--- src/rtl/stf_pkg.sv ---
// Shared types and constants for the smallest-prime-factor factorizer.
package stf_pkg;
	localparam int unsigned MaxValue = 65535;
	localparam int NumW = 16;
	localparam int ExpW = 4;
	localparam int CntW = 8;
	localparam int MaxResults = 6;

	// Divider request and response
	typedef struct packed {
		logic            start;
		logic [NumW-1:0] dividend;
		logic [NumW-1:0] divisor;
	} div_req_t;

	typedef struct packed {
		logic            done;
		logic [NumW-1:0] quotient;
		logic [NumW-1:0] remainder;
	} div_rsp_t;
endpackage

--- src/rtl/stf_divider.sv ---
// Restoring divider, one quotient bit per cycle.
module stf_divider (
	input  logic              clk,
	input  logic              arst_n,
	input  stf_pkg::div_req_t req,
	output stf_pkg::div_rsp_t rsp
);
	localparam int W = stf_pkg::NumW;
	localparam int CW = $clog2(W + 1);

	logic [W-1:0]  quo_q;
	logic [W-1:0]  rem_q;
	logic [W-1:0]  dvs_q;
	logic [CW-1:0] cnt_q;
	logic          busy_q;
	logic          done_q;
	logic [W:0]    trial;
	logic [W:0]    shifted;

	assign shifted = {rem_q, quo_q[W-1]};
	assign trial   = shifted - {1'b0, dvs_q};

	// One shift-subtract step per cycle
	always_ff @(posedge clk or negedge arst_n) begin
		if (!arst_n) begin
			busy_q <= 1'b0;
			done_q <= 1'b0;
			cnt_q  <= '0;
		end else begin
			done_q <= busy_q && !req.start && (cnt_q == CW'(1));
			if (req.start) begin
				busy_q <= 1'b1;
				cnt_q  <= CW'(W);
			end else if (busy_q) begin
				cnt_q <= cnt_q - 1'b1;
				if (cnt_q == CW'(1)) begin
					busy_q <= 1'b0;
				end
			end
		end
	end

	always_ff @(posedge clk) begin
		if (req.start) begin
			quo_q <= req.dividend;
			rem_q <= '0;
			dvs_q <= req.divisor;
		end else if (busy_q) begin
			if (!trial[W]) begin
				rem_q <= trial[W-1:0];
				quo_q <= {quo_q[W-2:0], 1'b1};
			end else begin
				rem_q <= shifted[W-1:0];
				quo_q <= {quo_q[W-2:0], 1'b0};
			end
		end
	end

	assign rsp.done      = done_q;
	assign rsp.quotient  = quo_q;
	assign rsp.remainder = rem_q;

	property p_done_after_busy;
		@(posedge clk) disable iff (!arst_n) done_q |-> $past(busy_q);
	endproperty
	a_done_after_busy: assert property (p_done_after_busy)
		else $error("divider done without busy");

	property p_no_start_busy;
		@(posedge clk) disable iff (!arst_n) busy_q && cnt_q != CW'(1) |=> busy_q || req.start;
	endproperty
	a_no_start_busy: assert property (p_no_start_busy)
		else $error("divider dropped busy early");

	property p_done_pulse;
		@(posedge clk) disable iff (!arst_n) done_q |=> !done_q;
	endproperty
	a_done_pulse: assert property (p_done_pulse)
		else $error("divider done held");
endmodule
--- config.mk ---
export PLATFORM = sky130hd
export DESIGN_NAME = stf_divider
export DESIGN_NICKNAME = d
export VERILOG_FILES = /design/src/rtl/stf_pkg.sv /design/src/rtl/stf_divider.sv
export SDC_FILE = /design/constraint.sdc
export NUM_CORES = 1
export LEC_CHECK = 0
export ABC_AREA = 1
export BUFFER_PORTS_ARGS = -buffer_cell sky130_fd_sc_hd__buf_2
export CORE_UTILIZATION = 50
export DETAILED_ROUTE_END_ITERATION = 10
export GPL_ROUTABILITY_DRIVEN = 0
export GPL_TIMING_DRIVEN = 1
export MAX_ROUTING_LAYER = met4
export PLACE_DENSITY_LB_ADDON = 0.2
export SLEW_MARGIN = 10
export SYNTH_ARGS = -nofsm -noshare
export SYNTH_HDL_FRONTEND = slang
export SYNTH_SLANG_ARGS = --single-unit
--- constraint.sdc ---
create_clock -name clk -period 2.27 [get_ports clk]
set_clock_uncertainty 0.1 [all_clocks]
set_input_delay 0.227 -clock clk [delete_from_list [all_inputs] [get_ports clk]]
set_output_delay 0.227 -clock clk [all_outputs]
set_load 0.005 [all_outputs]
==> results of run 1 <==
==> routing by layer <==
| metal | vias up | GRT usage [%] |
|---|---|---|
| li1 | 1610 | - |
| met1 | 1392 | 30.8 |
| met2 | 91 | 36.5 |
| met3 | 10 | 3.17 |
| met4 | 0 | 7.05 |
| met5 | - | - |
==> layout by cell type (no fill, tap or decap), drive strengths merged, types with 2 or more instances in the layout <==
cell,Yosys,final
xnor2,4,4
dlygate4sd3,0,16
dfrtp,7,7
a21oi,12,12
nand4,4,4
o21ai,8,8
inv,90,90
nor3,2,2
and3,2,2
dfxtp,16,16
edfxtp,32,32
clkinv,1,3
clkbuf,4,5
buf,4,76
ha,18,18
nand2,206,209
xor2,3,3
nor2,17,17
nand3,29,29
==> path summary, 6_finish.rpt <==
check                            end  startpoint  slack, ns
setup / recovery            quo_q[0]   quo_q[15]       0.13
hold / removal             dvs_q[10]     req[10]       0.01
setup reg to reg            quo_q[0]   quo_q[15]       0.13
hold reg to reg             cnt_q[3]    cnt_q[3]       0.38
max in group asynchronous   cnt_q[1]      arst_n       1.74
min in group asynchronous   cnt_q[0]      arst_n       0.17
==> area by class of cell <==
type                       count  area, um^2
timing repair buffer          92         563
tap                           77        96.3
inverter                      91         342
multi-input combinational    313        1600
clock inverter                 3        38.8
fill                         563        2260
clock buffer                   5        68.8
sequential                    55        1460
==> critical path, stage by stage, from the launching register on <==
cell and delay [ns]:
edfxtp_1 0.35, inv_1 0.06, ha_2 0.20, fa_2 0.36, inv_1 0.07, nand2_1 0.04
nand2_1 0.08, nand3_1 0.08, nand2_2 0.10, nand2_4 0.08, nand2_4 0.09, nand2_4 0.08
nand2_4 0.12, o21ai_0 0.08
==> per-stage QoR <==
stage	hold slack [ns]	std cells
finish	0.0117	636
global route	0.000373	636
CTS	0.000986	630
detailed placement	-0.0292	607
global placement	-0.0321	607
floorplan	-0.169	464
==> cells by family (layout without fill, tap and decap cells) <==
group	count (synthesis)	after routing	synth area share (%)
AND/OR/NAND/NOR	263	266	32.4
flip-flops	55	55	43.4
adder cells (fa/ha/maj)	19	19	7.31
buffers and inverters	99	191	11.7
AO/OA/AOI/OAI	21	21	3.28
XOR/XNOR	7	7	1.83
==> where the power goes <==
| group | total, uW | internal (uW) | leakage [uW] | switching [uW] |
|---|---|---|---|---|
| Sequential | 1480 | 1280 | 0.000549 | 205 |
| Combinational | 2360 | 917 | 0.00176 | 1440 |
| Clock | 641 | 324 | 0.0000556 | 318 |
==> flip-flops by register name, summed over array words and instances (netlist names) <==
signal	cells
busy_q	1
cnt_q	5
done_q	1
dvs_q	16
quo_q	16
rem_q	16
==> what timing repair did <==
item,in CTS,in global routing
hold buffers,15,1
gates resized for setup,2,17
buffers inserted,0,2
pin swaps,0,6
setup endpoints to repair,14,17
endpoints found under the hold margin,21,1
cloned,0,3
==> out/results.txt, run 1 <==
status: finished clean
CTS tree: done
share of cells above drive strength 1: 19.5%
register bit total from synthesis: 55
MaxCap Viol Count: 0
critical path startpoint category: flop
Die Wd: 83.9 um
Mapped Cells: 464
met3 WL: 402 um
Area growth, synth to finish: 24.2%
top post-synthesis cells by area: edfxtp_1 29%, nand2_1 22%, inv_1 10%
HPWL after detailed placement: 5660 um
WP data arrival: 2.09 ns
minimum clock period: 2.14 ns
R2R cell count: 13
Worst Path Required: 2.22 ns
Iter 0 DRT Violations: 254
PwrDens: 1080 nW/um^2
final instance area: 4170 um^2
drt via density: 4.88
Setup crit end kind: flop
vias in the first global route: 2814
# diodes: 0
Die ar.: 7040 um^2
Root Driver: clkbuf_8
fin worst setup slack: 0.130 ns
Routed wire per std cell: 12.4 um
most common cell in the synthesized netlist: nand2_1
final setup vio count: 0
DRC Markers: 0
share of Yosys cell area claimed by the top area cell type: 28.6%
Leakage Power: 0.00237 uW
Synth area leader: edfxtp_1
top_reg_cell synth: edfxtp_1
max_slew headroom: 66.6%
routed metal-1 wirelength: 3530 um
worst-margin pin slew: 0.498 ns
Distinct cells, synth: 28
setup TNS: 0 ns
total wire length: 7880 um
number of synthesized flops with an enable pin: 32
largest net degree at the start of global routing: 21
Hold Path Stages: 1
WL met2: 3830 um
Max VDD drop: 0.422 mV
post-route ant nets: 0
DP Worst Slack: -0.00554 ns
row count: 29
worst-path fanout max: 5
gr usage total: 23.1%
clock latency on the worst-skew pair: 0.31 ns
clock sinks: 55
unrepaired setup endpoints after global routing: true
# H-tree levels: 2
Post-layout nets: 612
final core occ: 64.9%
Pins Over Slew Limit: 0
top sig layer: met4
final worst path period share: 94.3%
IO Port Bufs: 67
first drt pass iteration count: 4
Synthesized Nets: 518
Tot Pwr: 4490 uW
sequential share of the synthesized area: 43.4%
synth cell count leaders: 196 x nand2_1, 90 x inv_1, 32 x edfxtp_1
CTS clk-pin slew, worst paths: 0.10 ns
initial antenna violation count: 0
maximum clock insertion buffer count: 2
Die Ht: 83.9 um
Area after DPL: 3790 um^2
syn avg cell area: 7.23 um^2
TritonCTS buffer count: 5
Worst Hold Class: in2reg
Post-Synthesis Cell Area: 3350 um^2
Starting Density: 52.2%
critical path class: reg2reg
f_max: 0.467 GHz
core area: 6420 um^2
Final Hold Fails: 0
YS warnings: 0
first-pass GRT wire length: 12600 um
ys async rst share: 12.7%
gr ovfl total: 0
I/O pin total: 68
vias after detailed routing: 3103
Note: power is estimated with default switching activity, not from simulation.
==> run 2: changes to the inputs <==
--- a/config.mk
+++ b/config.mk
@@ -5,9 +5,9 @@
 export SDC_FILE = /design/constraint.sdc
 export NUM_CORES = 1
 export LEC_CHECK = 0
-export ABC_AREA = 1
 export BUFFER_PORTS_ARGS = -buffer_cell sky130_fd_sc_hd__buf_2
-export CORE_UTILIZATION = 50
+export CORE_MARGIN = 5
+export CORE_UTILIZATION = 49
 export DETAILED_ROUTE_END_ITERATION = 10
 export GPL_ROUTABILITY_DRIVEN = 0
 export GPL_TIMING_DRIVEN = 1
==> run 2 against run 1 <==
  * Register-to-register slack worse by 0.29 ns
  * Critical endpoint is now rem_q[1]
  * Via count down 15%
  * Synthesized cell count down 37%
  * Utilization up 4.9 points
  * The flow now finishes with violations (setup timing)
  * Maximum frequency down 12%
  * Non-clock buffer count up 49
  * Wire length down 7.1%
==> out/results.txt, run 2 <==
maximum clock insertion buffer count: 2 (unchanged)
setup TNS: -1.92 ns (was 0 ns)
Worst Path Required: 2.40 ns (was 2.22 ns)
Post-layout nets: 484 (was 612)
Die Wd: 90.0 um (was 83.9 um)
minimum clock period: 2.43 ns (was 2.14 ns)
Die Ht: 90.0 um (was 83.9 um)
Hold EP: quo_q[0] (was dvs_q[10])
R2R cell count: 10 (was 13)
Mapped Cells: 294 (was 464)
IO Port Bufs: 67 (unchanged)
top flop regs: dvs_q: 16 flops, quo_q: 16 flops, rem_q: 16 flops (unchanged)
CTS clk-pin slew, worst paths: 0.10 ns (about the same)
final worst path period share: 107% (was 94.3%)
synth cell count leaders: 35 x nand2_1, 32 x edfxtp_1, 23 x inv_1, 23 x nor2_1, 19 x a21oi_1 (was 196 x nand2_1, 90 x inv_1, 32 x edfxtp_1)
Distinct cells, synth: 46 (was 28)
Max VDD drop: 0.654 mV (was 0.422 mV)
PwrDens: 1120 nW/um^2 (was 1080 nW/um^2)
Multi-input gate area: 1650 um^2 (was 1600 um^2)
critical path class: reg2reg (unchanged)
Switching Share: 36.2% (was 43.9%)
sequential share of the synthesized area: 46.5% (was 43.4%)
final core occ: 69.8% (was 64.9%)
worst-path fanout max: 4 (was 5)
total wire length: 7320 um (was 7880 um)
Post-Synthesis Cell Area: 3130 um^2 (was 3350 um^2)
top_reg_cell synth: edfxtp_1 (unchanged)
Setup crit end kind: flop (unchanged)
violated checks: setup timing
commonest non-fill, non-tap cells in the layout: 67 x buf_2, 53 x buf_4, 32 x nand2_1, 32 x edfxtp_1 (was 195 x nand2_1, 89 x inv_1, 67 x buf_2)
YS warnings: 0 (unchanged)
status: complete, but fails checks (was finished clean)
Hold Path Origin: req[16] (was req[10])
combinational group share of total power: 55.4% (was 52.6%)
row count: 29 (unchanged)
top post-synthesis cells by area: edfxtp_1 31%, dfxtp_1 10%, ha_1 7.2% (was edfxtp_1 29%, nand2_1 22%, inv_1 10%)
Leakage Power: 0.00198 uW (was 0.00237 uW)
RR Endpoint: rem_q[1] (was quo_q[0])
fin worst setup slack: -0.161 ns (was 0.130 ns)
largest delay contributor family on the critical path: adder cells (was simple AND/OR/NAND/NOR gates)
post-route ant nets: 0 (unchanged)
cells along the critical path: inv_1 > ha_2 > fa_2 > nand2b_4 > a21oi_4 > o21ai_2 > o2111ai_4 > xor2_4 > mux2_4 > a211oi_2 (was inv_1 > ha_2 > fa_2 > inv_1 > nand2_1 > nand2_1 > nand3_1 > nand2_2 > nand2_4 > nand2_4 > nand2_4 > nand2_4 > o21ai_0)
final instance area: 4380 um^2 (was 4170 um^2)
share of cells above drive strength 1: 42.0% (was 19.5%)
MaxCap Viol Count: 0 (unchanged)
Routed wire per std cell: 14.4 um (was 12.4 um)
TritonCTS buffer count: 5 (unchanged)
vias in the first global route: 2697 (was 2814)
share of Yosys cell area claimed by the top area cell type: 30.7% (was 28.6%)
initial antenna violation count: 0 (unchanged)
Final Hold Fails: 0 (unchanged)
WP data arrival: 2.56 ns (was 2.09 ns)
slowest stage delay, CP: 0.36 ns (about the same)
# H-tree levels: 2 (unchanged)
clock sinks: 55 (unchanged)
Synthesized Nets: 348 (was 518)
Area after DPL: 3950 um^2 (was 3790 um^2)
gr ovfl total: 0 (unchanged)
Hold Path Stages: 3 (was 1)
RR Startpoint: quo_q[15] (unchanged)
Flop pwr share: 29.1% (was 33.1%)
reg2reg setup slack: -0.16 ns (was 0.13 ns)
vias after detailed routing: 2627 (was 3103)
CTS tree: done (unchanged)
Die ar.: 8100 um^2 (was 7040 um^2)
register bit total from synthesis: 55 (unchanged)
critical path startpoint category: flop (unchanged)
core area: 6280 um^2 (was 6420 um^2)
# diodes: 0 (unchanged)
DRC Markers: 0 (unchanged)
worst-margin pin slew: 0.472 ns (was 0.498 ns)
largest net degree at the start of global routing: 22 (was 21)
drt via density: 5.17 (was 4.88)
Area growth, synth to finish: 39.8% (was 24.2%)
Clock Power Share: 15.5% (was 14.3%)
HPWL after detailed placement: 5520 um (was 5660 um)
Starting Density: 49.9% (was 52.2%)
max_slew headroom: 68.5% (was 66.6%)
Worst Hold Class: in2reg (unchanged)
slowest stage cell, crit path: edfxtp_1 (was fa_2)
ys async rst share: 12.7% (unchanged)
most common cell in the synthesized netlist: nand2_1 (unchanged)
gr usage total: 18.9% (was 23.1%)
number of synthesized flops with an enable pin: 32 (unchanged)
Pins Over Slew Limit: 0 (unchanged)
final setup vio count: 14 (was 0)
unrepaired setup endpoints after global routing: true (unchanged)
Synth area leader: edfxtp_1 (unchanged)
clock latency on the worst-skew pair: 0.30 ns (was 0.31 ns)
Root Driver: clkbuf_8 (unchanged)
Layout fillers: 489 (was 563)
CP bufs+invs: 1 (was 2)
Iter 0 DRT Violations: 117 (was 254)
internal power: 3140 uW (was 2520 uW)
worst-case hold slack: 0.101 ns (was 0.0117 ns)
I/O pin total: 68 (unchanged)
total net switching power: 1780 uW (was 1970 uW)
first drt pass iteration count: 4 (unchanged)
syn avg cell area: 10.7 um^2 (was 7.23 um^2)
f_max: 0.411 GHz (was 0.467 GHz)
Register Area: 1460 um^2 (about the same)
first-pass GRT wire length: 12500 um (was 12600 um)
most common cell after layout, fill and taps aside: buf_2 (was nand2_1)
==> run 2: cell types whose count changed after synthesis, moves of 5 or more <==
| cell | before | now |
|---|---|---|
| nand2_1 | 196 | 35 |
| nor2_1 | 14 | 23 |
| nand2_2 | 9 | 0 |
| nor2b_1 | 0 | 5 |
| a21oi_1 | 11 | 19 |
| mux2_2 | 0 | 17 |
| nand2b_1 | 0 | 9 |
| a211oi_1 | 0 | 5 |
| nand3_1 | 29 | 4 |
| inv_1 | 90 | 23 |
| a311oi_1 | 0 | 9 |
==> run 2: what timing repair did <==
action	CTS	global route
hold buffers	16	1
pin swaps	3	4
buffers inserted	3	2
gates cloned	0	0
endpoints found under the hold margin	22	1
setup endpoints to repair	17	17
gates resized for setup	6	16
==> run 2: worst min-delay path, stage by stage <==
cell and delay (ns):
buf_2 0.07, nand2_1 0.05, o21ai_2 0.05
==> run 2: cell type report <==
class	instances	area share, %
timing repair buffer	141	21.8
tap	77	2.20
inverter	23	1.97
sequential	55	33.2
clock inverter	2	1.37
multi-input combinational	204	37.7
clock buffer	6	1.66
==> run 2: kinds of logic after synthesis <==
| logic type | share of synthesized area (%) |
|---|---|
| AOI/OAI and AO/OA | 14.8 |
| xor gates and xnor gates | 5.59 |
| adders and majority gates | 7.82 |
| buffers and inverters | 4.83 |
| DFF | 46.5 |
| muxes | 7.07 |
| and+or+nand+nor | 13.4 |
==> run 2: worst max-delay path by stage <==
stage | from | slack, ns | endpoint | cells past startpoint
finish | quo_q[15] | -0.16 | rem_q[1] | 10
global route | quo_q[15] | -0.31 | rem_q[1] | 10
CTS | quo_q[15] | -0.16 | rem_q[1] | 10
detailed placement | dvs_q[0] | -0.15 | rem_q[0] | 10
global placement | dvs_q[0] | -0.11 | rem_q[1] | 9
floorplan | quo_q[15] | -0.12 | rem_q[1] | 10
==> run 2: power groups by stage <==
stage,registers (uW),logic (uW),clock network (uW)
after floorplan,1480,1480,0
after global routing,1470,3000,814
after detailed placement,1450,2480,0
after global placement,1440,2450,0
final,1430,2730,766
after CTS,1430,2590,778
==> run 2: layer usage <==
metal,up-vias,track usage [%],share of wire (%)
met4,0,3.85,0.78
met2,46,31.0,50
met5,-,-,0
met1,1250,24.8,46
li1,1324,-,-
met3,7,3.17,3.4
==> run 2: stage by stage <==
| stage | power, uW | worst slack (ns) | cells |
|---|---|---|---|
| after CTS | 4800 | -0.156 | 506 |
| after global placement | 3890 | -0.111 | 479 |
| after detailed placement | 3930 | -0.153 | 479 |
| final | 4930 | -0.161 | 508 |
| after floorplan | 2960 | -0.118 | 294 |
| after global routing | 5280 | -0.311 | 508 |
==> run 3: changes to the inputs <==
--- a/config.mk
+++ b/config.mk
@@ -12,7 +12,8 @@
 export GPL_ROUTABILITY_DRIVEN = 0
 export GPL_TIMING_DRIVEN = 1
 export MAX_ROUTING_LAYER = met4
-export PLACE_DENSITY_LB_ADDON = 0.2
+export PLACE_DENSITY = 0.76
+export RECOVER_POWER = 25
 export SLEW_MARGIN = 10
 export SYNTH_ARGS = -nofsm -noshare
 export SYNTH_HDL_FRONTEND = slang
==> run 3 against run 2 <==
  * The run still ends with setup timing left
  * Utilization is 1.4 points lower
  * Die area is the same
  * Sequential share of layout area is 0.66 points higher
  * Critical endpoint is now rem_q[15]
  * Largest power group unchanged
==> out/results.txt, run 3 (synthesis gave the netlist of run 2 again) <==
status: complete, but fails checks (unchanged)
violated checks: setup timing (unchanged)
final worst path period share: 109% (was 107%)
# H-tree levels: 2 (unchanged)
cells along the critical path: inv_1 > ha_2 > fa_2 > nand2b_4 > a21oi_4 > o21ai_2 > o2111ai_4 > buf_4 > buf_6 > buf_6 > mux2_4 > a21oi_2 > a21oi_1 (was inv_1 > ha_2 > fa_2 > nand2b_4 > a21oi_4 > o21ai_2 > o2111ai_4 > xor2_4 > mux2_4 > a211oi_2)
Die ar.: 8100 um^2 (unchanged)
post-route ant nets: 0 (unchanged)
CTS tree: done (unchanged)
Area after DPL: 3930 um^2 (was 3950 um^2)
drt via density: 5.30 (was 5.17)
fin worst setup slack: -0.207 ns (was -0.161 ns)
total wire length: 7590 um (was 7320 um)
worst-margin pin slew: 0.478 ns (was 0.472 ns)
Leakage Power: 0.00193 uW (was 0.00198 uW)
Die Ht: 90.0 um (unchanged)
PwrDens: 1110 nW/um^2 (was 1120 nW/um^2)
Tot Pwr: 4770 uW (was 4930 uW)
clock sinks: 55 (unchanged)
DP Worst Slack: -0.216 ns (was -0.153 ns)
I/O pin total: 68 (unchanged)
setup TNS: -2.58 ns (was -1.92 ns)
Post-layout nets: 482 (was 484)
top flop regs: dvs_q: 16 flops, quo_q: 16 flops, rem_q: 16 flops (unchanged)
largest net degree at the start of global routing: 27 (was 22)
Max VDD drop: 0.489 mV (was 0.654 mV)
HPWL after detailed placement: 5770 um (was 5520 um)
Root Driver: clkbuf_8 (unchanged)
Crit path top cell by count: buf_6
most common cell after layout, fill and taps aside: buf_2 (unchanged)
Area growth, synth to finish: 37.1% (was 39.8%)
slowest stage delay, CP: 0.36 ns (about the same)
Worst Path Required: 2.40 ns (about the same)
MaxCap Viol Count: 0 (unchanged)
Final Hold Fails: 0 (unchanged)
worst-case hold slack: 0.0939 ns (was 0.101 ns)
share of cells above drive strength 1: 41.0% (was 42.0%)
gr usage total: 19.6% (was 18.9%)
critical path class: reg2reg (unchanged)
reg2reg setup slack: -0.21 ns (was -0.16 ns)
Die Wd: 90.0 um (unchanged)
gr ovfl total: 0 (unchanged)
Worst Hold Class: in2reg (unchanged)
minimum clock period: 2.48 ns (was 2.43 ns)
Setup crit end kind: flop (unchanged)
max_slew headroom: 67.8% (was 68.5%)
CTS clk-pin slew, worst paths: 0.11 ns (was 0.10 ns)
unrepaired setup endpoints after global routing: true (unchanged)
CP bufs+invs: 4 (was 1)
clock latency on the worst-skew pair: 0.32 ns (was 0.30 ns)
largest delay contributor family on the critical path: compound AO/OA/AOI/OAI gates (was adder cells)
RR Startpoint: quo_q[15] (unchanged)
WP data arrival: 2.61 ns (was 2.56 ns)
IO Port Bufs: 67 (unchanged)
vias in the first global route: 2715 (was 2697)
vias after detailed routing: 2682 (was 2627)
worst-path fanout max: 3 (was 4)
commonest non-fill, non-tap cells in the layout: 66 x buf_2, 51 x buf_4, 32 x edfxtp_1 (was 67 x buf_2, 53 x buf_4, 32 x nand2_1, 32 x edfxtp_1)
first-pass GRT wire length: 12800 um (was 12500 um)
Iter 0 DRT Violations: 133 (was 117)
R2R cell count: 13 (was 10)
critical path startpoint category: flop (unchanged)
Starting Density: 49.9% (unchanged)
Hold Path Stages: 2 (was 3)
final setup vio count: 16 (was 14)
row count: 29 (unchanged)
RR Endpoint: rem_q[15] (was rem_q[1])
TritonCTS buffer count: 5 (unchanged)
DRC Markers: 0 (unchanged)
# diodes: 0 (unchanged)
final instance area: 4300 um^2 (was 4380 um^2)
Hold EP: quo_q[4] (was quo_q[0])
maximum clock insertion buffer count: 2 (unchanged)
Pins Over Slew Limit: 0 (unchanged)
core area: 6280 um^2 (unchanged)
Routed wire per std cell: 15.0 um (was 14.4 um)
slowest stage cell, crit path: edfxtp_1 (unchanged)
first drt pass iteration count: 4 (unchanged)
Hold Path Origin: req[20] (was req[16])
initial antenna violation count: 0 (unchanged)
f_max: 0.404 GHz (was 0.411 GHz)
## run 3: cell types whose count changed in the layout (fill, tap and decap cells not counted), moves of 2 or more
cell and delta:
bufinv_16 -2, buf_4 -2, a32oi_1 +2, o21ai_0 +2, nand3_1 -2, nand3_2 +2
a32oi_2 -2
## run 3: power by group
group | internal (uW) | leakage (uW) | total [uW] | switching, uW
clock network | 230 | 0.0000467 | 586 | 356
logic | 1420 | 0.00134 | 2750 | 1330
registers | 1290 | 0.000542 | 1440 | 148
## run 3: through the flow
step / util [%] / std cells
2_1_floorplan: - / 294
3_3_place_gp: 62.5 / 476
3_5_place_dp: 62.5 / 476
4_1_cts: 67.6 / 505
5_1_grt: 68.4 / 506
6_report: 68.4 / 506
## run 3: what timing repair did
item,CTS,global route
hold endpoints to repair,23,0
pin swaps,5,8
buffers inserted,4,2
hold buffers,17,0
endpoints found under the setup margin,17,17
resized for setup,4,13
## run 3: layout make-up
class,instances,area [um^2]
sequential,55,1460
multi-input combinational,204,1620
timing repair buffer,139,941
fill,473,1980
clock buffer,5,68.8
clock inverter,3,27.5
inverter,23,86.3
tap,77,96.3
## run 3: how the worst max path moves through the flow
stage	start	cells after the start	slack, ns	endpoint
final	quo_q[15]	13	-0.21	rem_q[15]
after detailed placement	dvs_q[0]	10	-0.22	rem_q[9]
after global placement	dvs_q[0]	9	-0.15	rem_q[1]
after floorplan	quo_q[15]	10	-0.12	rem_q[1]
after CTS	dvs_q[0]	10	-0.20	rem_q[8]
after global routing	quo_q[15]	11	-0.33	rem_q[9]
## run 3: metal layers
| layer | share of wire [%] | GRT usage, % | vias up |
|---|---|---|---|
| met1 | 42 | 24.5 | 1259 |
| met5 | 0 | - | - |
| li1 | - | - | 1319 |
| met4 | 2.0 | 5.96 | 0 |
| met2 | 50 | 32.5 | 88 |
| met3 | 5.2 | 3.51 | 16 |
